**src/rtl/tdpc_pkg.sv**
```systemverilog
// shared types and constants for the trial division prime counter
`timescale 1ns / 1ps

package tdpc_pkg;

   // fixed widths of the channel payload fields
   localparam int VALUE_WIDTH = 32;
   localparam int COUNT_WIDTH = 32;

   // first trial divisor, also the smallest prime
   localparam int FIRST_DIVISOR = 2;

   // sequencer states
   typedef enum logic [1:0] {
      ST_IDLE,
      ST_START,
      ST_WAIT,
      ST_DONE
   } state_type;

endpackage

```
**src/rtl/tdpc_channels.sv**
```systemverilog
// valid/ready channel interfaces for request and response
`timescale 1ns / 1ps

interface tdpc_req_if
   import tdpc_pkg::*;
   ();
   logic                   valid;
   logic                   ready;
   logic [VALUE_WIDTH-1:0] value;
   logic                   restart;

   modport source (output valid, output value, output restart, input ready);
   modport sink   (input valid, input value, input restart, output ready);
endinterface

interface tdpc_rsp_if
   import tdpc_pkg::*;
   ();
   logic                   valid;
   logic                   ready;
   logic                   prime_flag;
   logic [COUNT_WIDTH-1:0] prime_count;

   modport source (output valid, output prime_flag, output prime_count, input ready);
   modport sink   (input valid, input prime_flag, input prime_count, output ready);
endinterface

```
**src/rtl/tdpc_divider.sv**
```systemverilog
// iterative restoring divider, one quotient bit per cycle
`timescale 1ns / 1ps

module tdpc_divider #(
   parameter int WIDTH = 32
) (
   input  logic             clock,
   input  logic             reset,
   input  logic             start,
   input  logic [WIDTH-1:0] dividend,
   input  logic [WIDTH-1:0] divisor,
   output logic             done,
   output logic [WIDTH-1:0] quotient,
   output logic [WIDTH-1:0] remainder
);

   localparam int STEP_BITS = (WIDTH > 1) ? $clog2(WIDTH) : 1;

   logic                 busy_ff, busy_in;
   logic                 done_ff, done_in;
   logic [STEP_BITS-1:0] step_ff, step_in;
   logic [WIDTH-1:0]     rem_ff, rem_in;
   logic [WIDTH-1:0]     quo_ff, quo_in;
   logic [WIDTH:0]       shifted;
   logic [WIDTH:0]       diff;

   // shift in the next dividend bit and trial subtract
   assign shifted = {rem_ff, quo_ff[WIDTH-1]};
   assign diff    = shifted - {1'b0, divisor};

   always_comb begin
      busy_in = busy_ff;
      done_in = 1'b0;
      step_in = step_ff;
      rem_in  = rem_ff;
      quo_in  = quo_ff;
      if (start) begin
         busy_in = 1'b1;
         step_in = STEP_BITS'(WIDTH - 1);
         rem_in  = '0;
         quo_in  = dividend;
      end else if (busy_ff) begin
         if (diff[WIDTH]) begin
            rem_in = shifted[WIDTH-1:0];
            quo_in = {quo_ff[WIDTH-2:0], 1'b0};
         end else begin
            rem_in = diff[WIDTH-1:0];
            quo_in = {quo_ff[WIDTH-2:0], 1'b1};
         end
         if (step_ff == '0) begin
            busy_in = 1'b0;
            done_in = 1'b1;
         end else begin
            step_in = step_ff - STEP_BITS'(1);
         end
      end
   end

   // control state
   always_ff @(posedge clock) begin
      if (reset) begin
         busy_ff <= 1'b0;
         done_ff <= 1'b0;
      end else begin
         busy_ff <= busy_in;
         done_ff <= done_in;
      end
   end

   // datapath
   always_ff @(posedge clock) begin
      step_ff <= step_in;
      rem_ff  <= rem_in;
      quo_ff  <= quo_in;
   end

   assign done      = done_ff;
   assign quotient  = quo_ff;
   assign remainder = rem_ff;

endmodule

```
**src/rtl/trial_division_prime_counter_core.sv**
```systemverilog
// top level: trial division sequencer, prime counter and response register
`timescale 1ns / 1ps

// Tests one unsigned value per request for primality by trial division and
// returns the prime flag together with a saturating running count of primes;
// a set restart flag clears the count before the value is counted. Divisors
// d = 2, 3, ... are tried while d <= value / d, stopping at the first that
// divides evenly; values 0 and 1 are not prime. All divisions run on one
// shared restoring divider that produces one quotient bit per cycle. A
// prime v needs floor(sqrt(v)) trials. One request is in work at a time:
// req ready is low from acceptance until the response transfer.

module trial_division_prime_counter_core
   import tdpc_pkg::*;
#(
   parameter int VALUE_BITS = 32,
   parameter int COUNT_BITS = 32
) (
   input  logic            clock,
   input  logic            reset,
   tdpc_req_if.sink        req_chan,
   tdpc_rsp_if.source      rsp_chan
);

   localparam int DIV_BITS = VALUE_BITS / 2 + 1;

   state_type             state_ff, state_in;
   logic [VALUE_BITS-1:0] held_value_ff, held_value_in;
   logic [COUNT_BITS-1:0] count_ff, count_in;
   logic [DIV_BITS-1:0]   divisor_ff, divisor_in;
   logic                  prime_ff, prime_in;
   logic                  div_start;
   logic                  div_done;
   logic [VALUE_BITS-1:0] div_quotient;
   logic [VALUE_BITS-1:0] div_remainder;
   logic [VALUE_BITS-1:0] value_ext;
   logic [VALUE_BITS-1:0] divisor_ext;

   assign value_ext   = VALUE_BITS'(req_chan.value);
   assign divisor_ext = VALUE_BITS'(divisor_ff);

   // shared divider gives value / d and value % d for each trial
   tdpc_divider #(
      .WIDTH (VALUE_BITS)
   ) u_divider (
      .clock     (clock),
      .reset     (reset),
      .start     (div_start),
      .dividend  (held_value_ff),
      .divisor   (divisor_ext),
      .done      (div_done),
      .quotient  (div_quotient),
      .remainder (div_remainder)
   );

   // sequencer: next state, trial divisor and count update
   always_comb begin
      state_in      = state_ff;
      held_value_in = held_value_ff;
      count_in      = count_ff;
      divisor_in    = divisor_ff;
      prime_in      = prime_ff;
      div_start     = 1'b0;
      unique case (state_ff)
         ST_IDLE: begin
            if (req_chan.valid) begin
               held_value_in = value_ext;
               divisor_in    = DIV_BITS'(FIRST_DIVISOR);
               if (req_chan.restart) begin
                  count_in = '0;
               end
               if (value_ext < VALUE_BITS'(FIRST_DIVISOR)) begin
                  prime_in = 1'b0;
                  state_in = ST_DONE;
               end else begin
                  state_in = ST_START;
               end
            end
         end
         ST_START: begin
            div_start = 1'b1;
            state_in  = ST_WAIT;
         end
         ST_WAIT: begin
            if (div_done) begin
               if (divisor_ext > div_quotient) begin
                  // d*d exceeds the value: no divisor found
                  prime_in = 1'b1;
                  if (count_ff != '1) begin
                     count_in = count_ff + COUNT_BITS'(1);
                  end
                  state_in = ST_DONE;
               end else if (div_remainder == '0) begin
                  prime_in = 1'b0;
                  state_in = ST_DONE;
               end else begin
                  divisor_in = divisor_ff + DIV_BITS'(1);
                  state_in   = ST_START;
               end
            end
         end
         ST_DONE: begin
            if (rsp_chan.ready) begin
               state_in = ST_IDLE;
            end
         end
         default: begin
            state_in = ST_IDLE;
         end
      endcase
   end

   // control state
   always_ff @(posedge clock) begin
      if (reset) begin
         state_ff      <= ST_IDLE;
         count_ff      <= '0;
         held_value_ff <= '0;
         divisor_ff    <= DIV_BITS'(FIRST_DIVISOR);
      end else begin
         state_ff      <= state_in;
         count_ff      <= count_in;
         held_value_ff <= held_value_in;
         divisor_ff    <= divisor_in;
      end
   end

   // datapath registers
   always_ff @(posedge clock) begin
      prime_ff <= prime_in;
   end

   // handshake and response payload
   assign req_chan.ready       = (state_ff == ST_IDLE);
   assign rsp_chan.valid       = (state_ff == ST_DONE);
   assign rsp_chan.prime_flag  = prime_ff;
   assign rsp_chan.prime_count = COUNT_WIDTH'(count_ff);

endmodule

```
**src/flat_wrapper.sv**
```systemverilog
// flat-port wrapper written by rule: the top's interface ports become plain ports
module trial_division_prime_counter_core_flat import tdpc_pkg::*;
#(
   parameter int VALUE_BITS = 32,
   parameter int COUNT_BITS = 32
)
  (clock, reset, req_chan_valid, req_chan_value, req_chan_restart, req_chan_ready, rsp_chan_valid, rsp_chan_prime_flag, rsp_chan_prime_count, rsp_chan_ready);
  tdpc_req_if req_chan_i ();
  tdpc_rsp_if rsp_chan_i ();
  input  logic clock;
  input  logic reset;
  input wire logic [$bits(req_chan_i.valid)-1:0] req_chan_valid;
  input wire logic [$bits(req_chan_i.value)-1:0] req_chan_value;
  input wire logic [$bits(req_chan_i.restart)-1:0] req_chan_restart;
  output wire logic [$bits(req_chan_i.ready)-1:0] req_chan_ready;
  output wire logic [$bits(rsp_chan_i.valid)-1:0] rsp_chan_valid;
  output wire logic [$bits(rsp_chan_i.prime_flag)-1:0] rsp_chan_prime_flag;
  output wire logic [$bits(rsp_chan_i.prime_count)-1:0] rsp_chan_prime_count;
  input wire logic [$bits(rsp_chan_i.ready)-1:0] rsp_chan_ready;
  assign req_chan_i.valid = req_chan_valid;
  assign req_chan_i.value = req_chan_value;
  assign req_chan_i.restart = req_chan_restart;
  assign req_chan_ready = req_chan_i.ready;
  assign rsp_chan_valid = rsp_chan_i.valid;
  assign rsp_chan_prime_flag = rsp_chan_i.prime_flag;
  assign rsp_chan_prime_count = rsp_chan_i.prime_count;
  assign rsp_chan_i.ready = rsp_chan_ready;
  trial_division_prime_counter_core #(.VALUE_BITS(VALUE_BITS), .COUNT_BITS(COUNT_BITS)) u_core (.clock(clock), .reset(reset), .req_chan(req_chan_i), .rsp_chan(rsp_chan_i));
endmodule
```
**config.mk**
```make
export PLATFORM = sky130hd
export DESIGN_NAME = trial_division_prime_counter_core_flat
export DESIGN_NICKNAME = d
export VERILOG_FILES = /design/src/rtl/tdpc_pkg.sv /design/src/rtl/tdpc_channels.sv /design/src/rtl/tdpc_divider.sv /design/src/rtl/trial_division_prime_counter_core.sv /design/src/flat_wrapper.sv
export SDC_FILE = /design/constraint.sdc
export NUM_CORES = 1
export LEC_CHECK = 0
export CELL_PAD_IN_SITES_DETAIL_PLACEMENT = 1
export CELL_PAD_IN_SITES_GLOBAL_PLACEMENT = 2
export CORE_UTILIZATION = 41
export DETAILED_ROUTE_END_ITERATION = 10
export DONT_BUFFER_PORTS = 1
export PLACE_DENSITY = 0.88
export RECOVER_POWER = 25
export SETUP_SLACK_MARGIN = 0.1
export SLEW_MARGIN = 10
export SYNTH_ARGS = -nofsm -noshare
export SYNTH_HDL_FRONTEND = slang
export SYNTH_SLANG_ARGS = --single-unit
export TNS_END_PERCENT = 10
```
**constraint.sdc**
```tcl
create_clock -name clock -period 5.3 [get_ports clock]
set_clock_uncertainty 0.1 [all_clocks]
set_input_delay 0 -clock clock [delete_from_list [all_inputs] [get_ports clock]]
set_output_delay 0 -clock clock [all_outputs]
set_load 0.005 [all_outputs]
```
==> key figures, run 1 <==
Layout
  • Area grow syn2layout: 13.8%
  • Design area: 0.0103 mm²
  • Share of layout cells above drive strength 1: 6.07%
  • Fillers: 2593
  • Non-Filler Instances: 1445
  • Register area: 0.00343 mm²
  • Multi-input logic area: 0.00517 mm²
  • Post-layout nets: 1231

Floorplanning
  • Full die area: 0.0226 mm²
  • Core Footprint: 0.0213 mm²
  • I/O pin count: 72
  • Core Rows: 53
  • Die Height: 150 µm
  • Die X: 150 µm
  • Starting Density: 42.4%

STA
  • Slew @ Worst Pin: 2.52 ns
  • Final Critical Period: 3.92 ns
  • RSZ-0062 raised after global routing: no
  • Final setup fails: 0
  • Fmax: 255 MHz
  • Final hold vios: 0
  • Final worst slack: 1.38 ns
  • Rel. slew slack: -67.9%
  • Pins over their slew limit: 105
  • Final TNS setup: 0 ns
  • Period utilization: 73.9%

Setup path
  • CP top delay family: buffers and inverters
  • Crit end category: register
  • CP arrival: 4.14 ns
  • Critical Path RT: 5.53 ns
  • Critical path, cell by cell: nor2b_1 -> clkbuf_1 -> nor2_1 -> o311a_1 -> or3_1
  • WS Path Type: reg -> reg
  • CP Launch Type: register
  • Max stage delay on crit path: 1.81 ns
  • Crit path max fanout: 56
  • Slowest-stage cell, CP: clkbuf_1
  • Buf+Inv Stages, Crit Path: 1

Yosys
  • Most used flip-flop cell after synthesis: dfxtp_1
  • Top-area cell type share of the netlist area: 27.1%
  • Post-Syn Area: 0.00902 mm²
  • Yosys cell types: 62
  • Dominant cell type by area after synthesis: dfxtp_1
  • Synth Register Bits: 155
  • Mean post-synth cell area: 7.89 µm²
  • EDFF count, synth: 33
  • Synthesized Nets: 1219
  • Synth top area cells: dfxtp_1, edfxtp_1, nand2_1, ha_1, a21oi_1
  • Register area share after synthesis: 38.1%
  • Post-Syn Instances: 1144
  • Synth top cells by count: nand2_1, dfxtp_1, a21oi_1, nand3_1, o21ai_0
  • Most frequent cell after synthesis: nand2_1
  • Post-synth ARST share: 0%
  • Yosys warnings: 0

CTS
  • CTS Sinks: 155
  • Setup bufs post-CTS: 0
  • CTS tree: done
  • Clk buf depth: 2
  • TritonCTS buffer count: 17
  • Clock Latency Late Sink: 0.45 ns
  • Clock slew at reported path FFs: 0.08 ns
  • Post-CTS Resized: 0
  • H-tree levels: 4
  • Clock root buffer: clkbuf_16

Placement
  • IO buf count: 0
  • Final GP Congestion: 0.842
  • Pre-CTS setup slack: 1.52 ns
  • Placed Area: 0.00926 mm²
  • Post-DP HPWL: 19.3 mm
  • Placed instance count: 1374

Global routing
  • Global routing's busiest layer: met2
  • Antenna violations before repair: 0
  • Global-route wire length before repair: 44.7 mm
  • Largest net degree at the start of global routing: 59
  • Met2 Use GR: 42.5%
  • Tot GR Track Use: 25.3%
  • Vias in the first global route: 8553
  • GR Util met3: 3.97%
  • Met1 GRT Util: 32.9%
  • Grt ovf: 0

Route
  • Vias after detailed routing: 8693
  • Wire per inst: 19.4 µm
  • Routed Antenna Nets: 0
  • DRC: 0
  • Total Routed Length: 28.1 mm
  • Initial drt markers: 530
  • Initial DRT Pass Iterations: 5
  • Number of vias per cell: 6.02

Power and ir drop
  • Gate power share: 37.9%
  • NetSw: 1.86 mW
  • Sequential group share of total power: 34.5%
  • P_leak: 3.90 nW
  • Net Sw Frac: 40.9%
  • Worst vdd ir: 196 µV
  • Clock power frac: 27.6%
  • Pwr per Cell Area: 443 mW/mm²
  • Pint: 2.69 mW

Job
  • MaxCap Viol Count: 2

Outcome
  • Status: finished with violations
  • Violated checks: max-capacitance violations, max-slew violations

Worst hold path
  • Min-Delay Path Class: in -> reg
## state kept, by name, summed over array words and instances, names as in the netlist
signal and cells:
u_core.state_ff 2, u_core.held_value_ff 32, u_core.u_divider.busy_ff 1, u_core.u_divider.step_ff 5
u_core.rsp_chan.prime_flag 1, u_core.u_divider.remainder 32, u_core.u_divider.quotient 32, u_core.u_divider.done 1
u_core.divisor_ff 17, u_core.rsp_chan.prime_count 32
## power groups by stage
stage,logic (mW),clock network (mW),registers [mW]
after global placement,1.63,0,1.59
after CTS,1.71,1.27,1.57
after floorplan,1.28,0,1.52
final,1.72,1.26,1.57
after detailed placement,1.66,0,1.59
after global routing,1.91,1.33,1.59
## path summary, 6_finish.rpt
check,start,end,slack [ns],cells after the start
setup / recovery,u_core.state_ff[0],u_core.u_divider.remainder[18],1.38,5
hold / removal,req_chan_valid,u_core.held_value_ff[19],0.01,4
setup reg to reg,u_core.state_ff[0],u_core.u_divider.remainder[18],1.38,5
hold reg to reg,u_core.held_value_ff[9],u_core.held_value_ff[9],0.36,2
## per-stage QoR
| step | hold slack (ns) | utilization [%] | power (mW) |
|---|---|---|---|
| 2_1_floorplan | 0.0360 | - | 2.80 |
| 3_3_place_gp | -0.0246 | 43.5 | 3.22 |
| 3_5_place_dp | -0.0222 | 43.5 | 3.25 |
| 4_1_cts | 0.00273 | 48.3 | 4.55 |
| 5_1_grt | 0.0248 | 48.2 | 4.83 |
| 6_report | 0.0145 | 48.2 | 4.55 |
## area by class of cell
| class | count | area share, % |
|---|---|---|
| Antenna cell | 1 | 0.0244 |
| Clock buffer | 17 | 4.14 |
| Clock inverter | 15 | 1.91 |
| Inverter | 45 | 1.65 |
| Multi-Input combinational cell | 881 | 50.4 |
| Sequential cell | 155 | 33.4 |
| Tap cell | 275 | 3.35 |
| Timing Repair Buffer | 56 | 5.12 |
## kinds of logic after synthesis
family	after synthesis	synth area share, %
simple gates	546	29.8
compound gates	259	18.1
flops	155	38.1
buf+inv	108	4.67
fa+ha+maj	38	5.35
mux	21	2.36
xor+xnor	17	1.65
## cells in the final DEF (no fill, tap or decap), types with 33 or more instances in the layout
| cell type | n |
|---|---|
| o21ai_0 | 62 |
| inv_1 | 44 |
| edfxtp_1 | 33 |
| dfxtp_1 | 122 |
| ha_1 | 37 |
| dlygate4sd3_1 | 37 |
| nand3_1 | 63 |
| nor2_1 | 42 |
| nor4_1 | 36 |
| a21oi_1 | 72 |
| nand2_1 | 232 |
## worst min-delay path, stage by stage
cell and delay (ns):
and2_1 0.11, buf_4 0.24, nand2_1 0.11, a21oi_1 0.05
## layer usage
layer | vias to the layer above | wire length, µm
li1 | 4218 | -
met1 | 4270 | 13000
met2 | 174 | 13600
met3 | 31 | 1070
met4 | 0 | 465
met5 | - | 0
## timing repair
| item | 4_1_cts | 5_1_grt |
|---|---|---|
| hold buffers | 38 | 0 |
| endpoints found under the hold margin | 84 | 0 |
| setup endpoints to repair | 0 | 0 |
No activity file was read; power rests on OpenSTA's default activity.
==> inputs of run 2 (changes only) <==
--- a/config.mk
+++ b/config.mk
@@ -7,10 +7,10 @@
 export LEC_CHECK = 0
 export CELL_PAD_IN_SITES_DETAIL_PLACEMENT = 1
 export CELL_PAD_IN_SITES_GLOBAL_PLACEMENT = 2
-export CORE_UTILIZATION = 41
+export CORE_UTILIZATION = 35
 export DETAILED_ROUTE_END_ITERATION = 10
 export DONT_BUFFER_PORTS = 1
-export PLACE_DENSITY = 0.88
+export PLACE_DENSITY = 0.8
 export RECOVER_POWER = 25
 export SETUP_SLACK_MARGIN = 0.1
 export SLEW_MARGIN = 10
==> constraint.sdc (replaced) <==
create_clock -name clock -period 3.6 [get_ports clock]
set_clock_uncertainty 0.1 [all_clocks]
set_input_delay 0 -clock clock [delete_from_list [all_inputs] [get_ports clock]]
set_output_delay 0 -clock clock [all_outputs]
set_load 0.005 [all_outputs]
==> run 2 against run 1 <==
  * Final cell count up 5.0%
  * Critical path type unchanged
  * Critical endpoint unchanged
  * Highest routed layer unchanged
  * The run now ends clean
  * Count of clock-buffer cells in the layout unchanged
  * Hold slack better by 0.031 ns
  * Die area up 17%
  * Non-clock buffer count up 18
==> key figures, run 2 (same netlist as run 1, synthesis figures left out) <==
Route
  • Highest routed layer: met4 (unchanged)
  • Number of vias per cell: 5.68 (was 6.02)
  • Total Routed Length: 28.6 mm (was 28.1 mm)
  • Initial drt markers: 557 (was 530)
  • Wire length on met3: 974 µm (was 1.07 mm)
  • Vias after detailed routing: 8610 (was 8693)
  • Routed wl met2: 13.6 mm (about the same)
  • DRC: 0 (unchanged)
  • Initial DRT Pass Iterations: 6 (was 5)
  • Routed Antenna Nets: 0 (unchanged)
  • Wire per inst: 18.8 µm (was 19.4 µm)
  • Detailed-routing wirelength on met1: 13.7 mm (was 13.0 mm)

Power and ir drop
  • Pwr per Cell Area: 646 mW/mm² (was 443 mW/mm²)
  • NetSw: 2.74 mW (was 1.86 mW)
  • P_leak: 3.99 nW (was 3.90 nW)
  • Gate power share: 39.0% (was 37.9%)
  • Net Sw Frac: 40.5% (was 40.9%)
  • Worst vdd ir: 279 µV (was 196 µV)
  • Pint: 4.02 mW (was 2.69 mW)
  • Clock power frac: 27.1% (was 27.6%)
  • Sequential group share of total power: 34.0% (was 34.5%)

Setup path
  • Critical Path RT: 3.83 ns (was 5.53 ns)
  • Buf+Inv Stages, Crit Path: 1 (unchanged)
  • WS Path Type: reg -> reg (unchanged)
  • CP Launch Type: register (unchanged)
  • Max stage delay on crit path: 0.49 ns (was 1.81 ns)
  • Slowest-stage cell, CP: or4_1 (was clkbuf_1)
  • Crit path top cell by count: or3_4
  • Critical path, cell by cell: inv_1 -> ha_1 -> or4_1 -> or3_4 -> o21a_1 -> a211o_1 -> or3_4 -> o311a_1 -> or3_1 (was nor2b_1 -> clkbuf_1 -> nor2_1 -> o311a_1 -> or3_1)
  • CP arrival: 3.63 ns (was 4.14 ns)
  • Crit path max fanout: 13 (was 56)
  • Crit end category: register (unchanged)
  • CP top delay family: simple AND/OR/NAND/NOR gates (was buffers and inverters)

CTS
  • CTS tree: done (unchanged)
  • Setup bufs post-CTS: 0 (unchanged)
  • Clk buf depth: 2 (unchanged)
  • CTS Sinks: 155 (unchanged)
  • TritonCTS buffer count: 17 (unchanged)
  • Clock Latency Late Sink: 0.45 ns (about the same)
  • Clock slew at reported path FFs: 0.08 ns (about the same)
  • Clock root buffer: clkbuf_16 (unchanged)
  • H-tree levels: 4 (unchanged)

Layout
  • Diode count: 0 (was 1)
  • Final core utilization: 41.4% (was 48.2%)
  • Area grow syn2layout: 16.0% (was 13.8%)
  • Most frequent cells in the layout: nand2_1, dfxtp_1, a21oi_1 (unchanged)
  • Most common cell after layout, fill and taps aside: nand2_1 (unchanged)
  • Share of layout cells above drive strength 1: 7.92% (was 6.07%)
  • Post-layout nets: 1249 (was 1231)

STA
  • Period utilization: 94.4% (was 73.9%)
  • Slew @ Worst Pin: 1.08 ns (was 2.52 ns)
  • Pins over their slew limit: 0 (was 105)
  • Final hold vios: 0 (unchanged)
  • RSZ-0062 raised after global routing: yes (was no)
  • Final setup fails: 0 (unchanged)
  • Fmax: 294 MHz (was 255 MHz)
  • Rel. slew slack: 28.0% (was -67.9%)
  • Final TNS setup: 0 ns (unchanged)
  • Final Critical Period: 3.40 ns (was 3.92 ns)

Floorplanning
  • Core Footprint: 0.0253 mm² (was 0.0213 mm²)
  • Full die area: 0.0264 mm² (was 0.0226 mm²)
  • Core Rows: 58 (was 53)
  • Die X: 163 µm (was 150 µm)
  • Die Height: 163 µm (was 150 µm)
  • I/O pin count: 72 (unchanged)
  • Starting Density: 35.7% (was 42.4%)

Global routing
  • Antenna violations before repair: 0 (unchanged)
  • Global-route wire length before repair: 46.3 mm (was 44.7 mm)
  • Tot GR Track Use: 22.1% (was 25.3%)
  • Grt ovf: 0 (unchanged)
  • Largest net degree at the start of global routing: 59 (unchanged)
  • Vias in the first global route: 8621 (was 8553)

Worst hold path
  • Min-Delay Path Class: in -> reg (unchanged)

Placement
  • Post-DP HPWL: 20.2 mm (was 19.3 mm)
  • Final GP Congestion: 0.807 (was 0.842)
  • IO buf count: 0 (unchanged)

Outcome
  • Status: complete, no violations (was finished with violations)

Job
  • MaxCap Viol Count: 0 (was 2)
-- run 2: layout make-up --
| class | count | area (µm²) |
|---|---|---|
| Multi-Input combinational cell | 881 | 5190 |
| Clock inverter | 15 | 173 |
| Inverter | 45 | 169 |
| Clock buffer | 17 | 425 |
| Fill cell | 3054 | 14800 |
| Tap cell | 330 | 413 |
| Timing Repair Buffer | 74 | 659 |
| Sequential cell | 155 | 3430 |
-- run 2: power by group through the flow --
stage	Clock (mW)	Sequential, mW	Combinational, mW
global placement	0	2.33	2.51
CTS	1.89	2.29	2.62
finish	1.83	2.30	2.63
floorplan	0	2.24	1.88
detailed placement	0	2.33	2.55
global route	1.94	2.33	2.93
-- run 2: repair_timing --
item	CTS	global route
gates resized for setup	0	2
endpoints found under the setup margin	0	4
hold endpoints to repair	73	0
hold buffers	38	0
-- run 2: path summary, 6_finish.rpt --
| check | startpoint | end | slack (ns) | cells after the start |
|---|---|---|---|---|
| worst max register to register | u_core.divisor_ff[16] | u_core.u_divider.remainder[18] | 0.20 | 9 |
| worst min-delay path | req_chan_valid | u_core.held_value_ff[20] | 0.05 | 4 |
| worst min register to register | u_core.held_value_ff[20] | u_core.held_value_ff[20] | 0.36 | 2 |
| worst max-delay path | u_core.divisor_ff[16] | u_core.u_divider.remainder[18] | 0.20 | 9 |
-- run 2: stage by stage --
stage	total power, mW	cells	cell area, µm²	setup slack, ns	hold slack [ns]
2_1_floorplan	4.12	1144	9020	0.411	0.0360
3_3_place_gp	4.84	1447	9470	0.278	-0.0243
3_5_place_dp	4.87	1447	9470	0.228	-0.0231
4_1_cts	6.80	1517	10500	0.183	0.0291
5_1_grt	7.20	1517	10500	0.0477	0.0677
6_report	6.76	1517	10500	0.203	0.0451
-- run 2: worst reg2reg max path, delay by kind of cell (launching register included) --
kind | cells | cell delay, ns
flip-flops | 1 | 0.41
buffers and inverters | 1 | 0.09
AND/OR/NAND/NOR | 4 | 1.63
AO/OA/AOI/OAI | 3 | 0.84
adder cells (fa/ha/maj) | 1 | 0.23
-- run 2: layer usage --
layer	global-route usage [%]	vias up
met4	6.12	0
met5	0	-
met2	36.8	143
li1	-	4252
met3	3.62	24
met1	29.5	4191
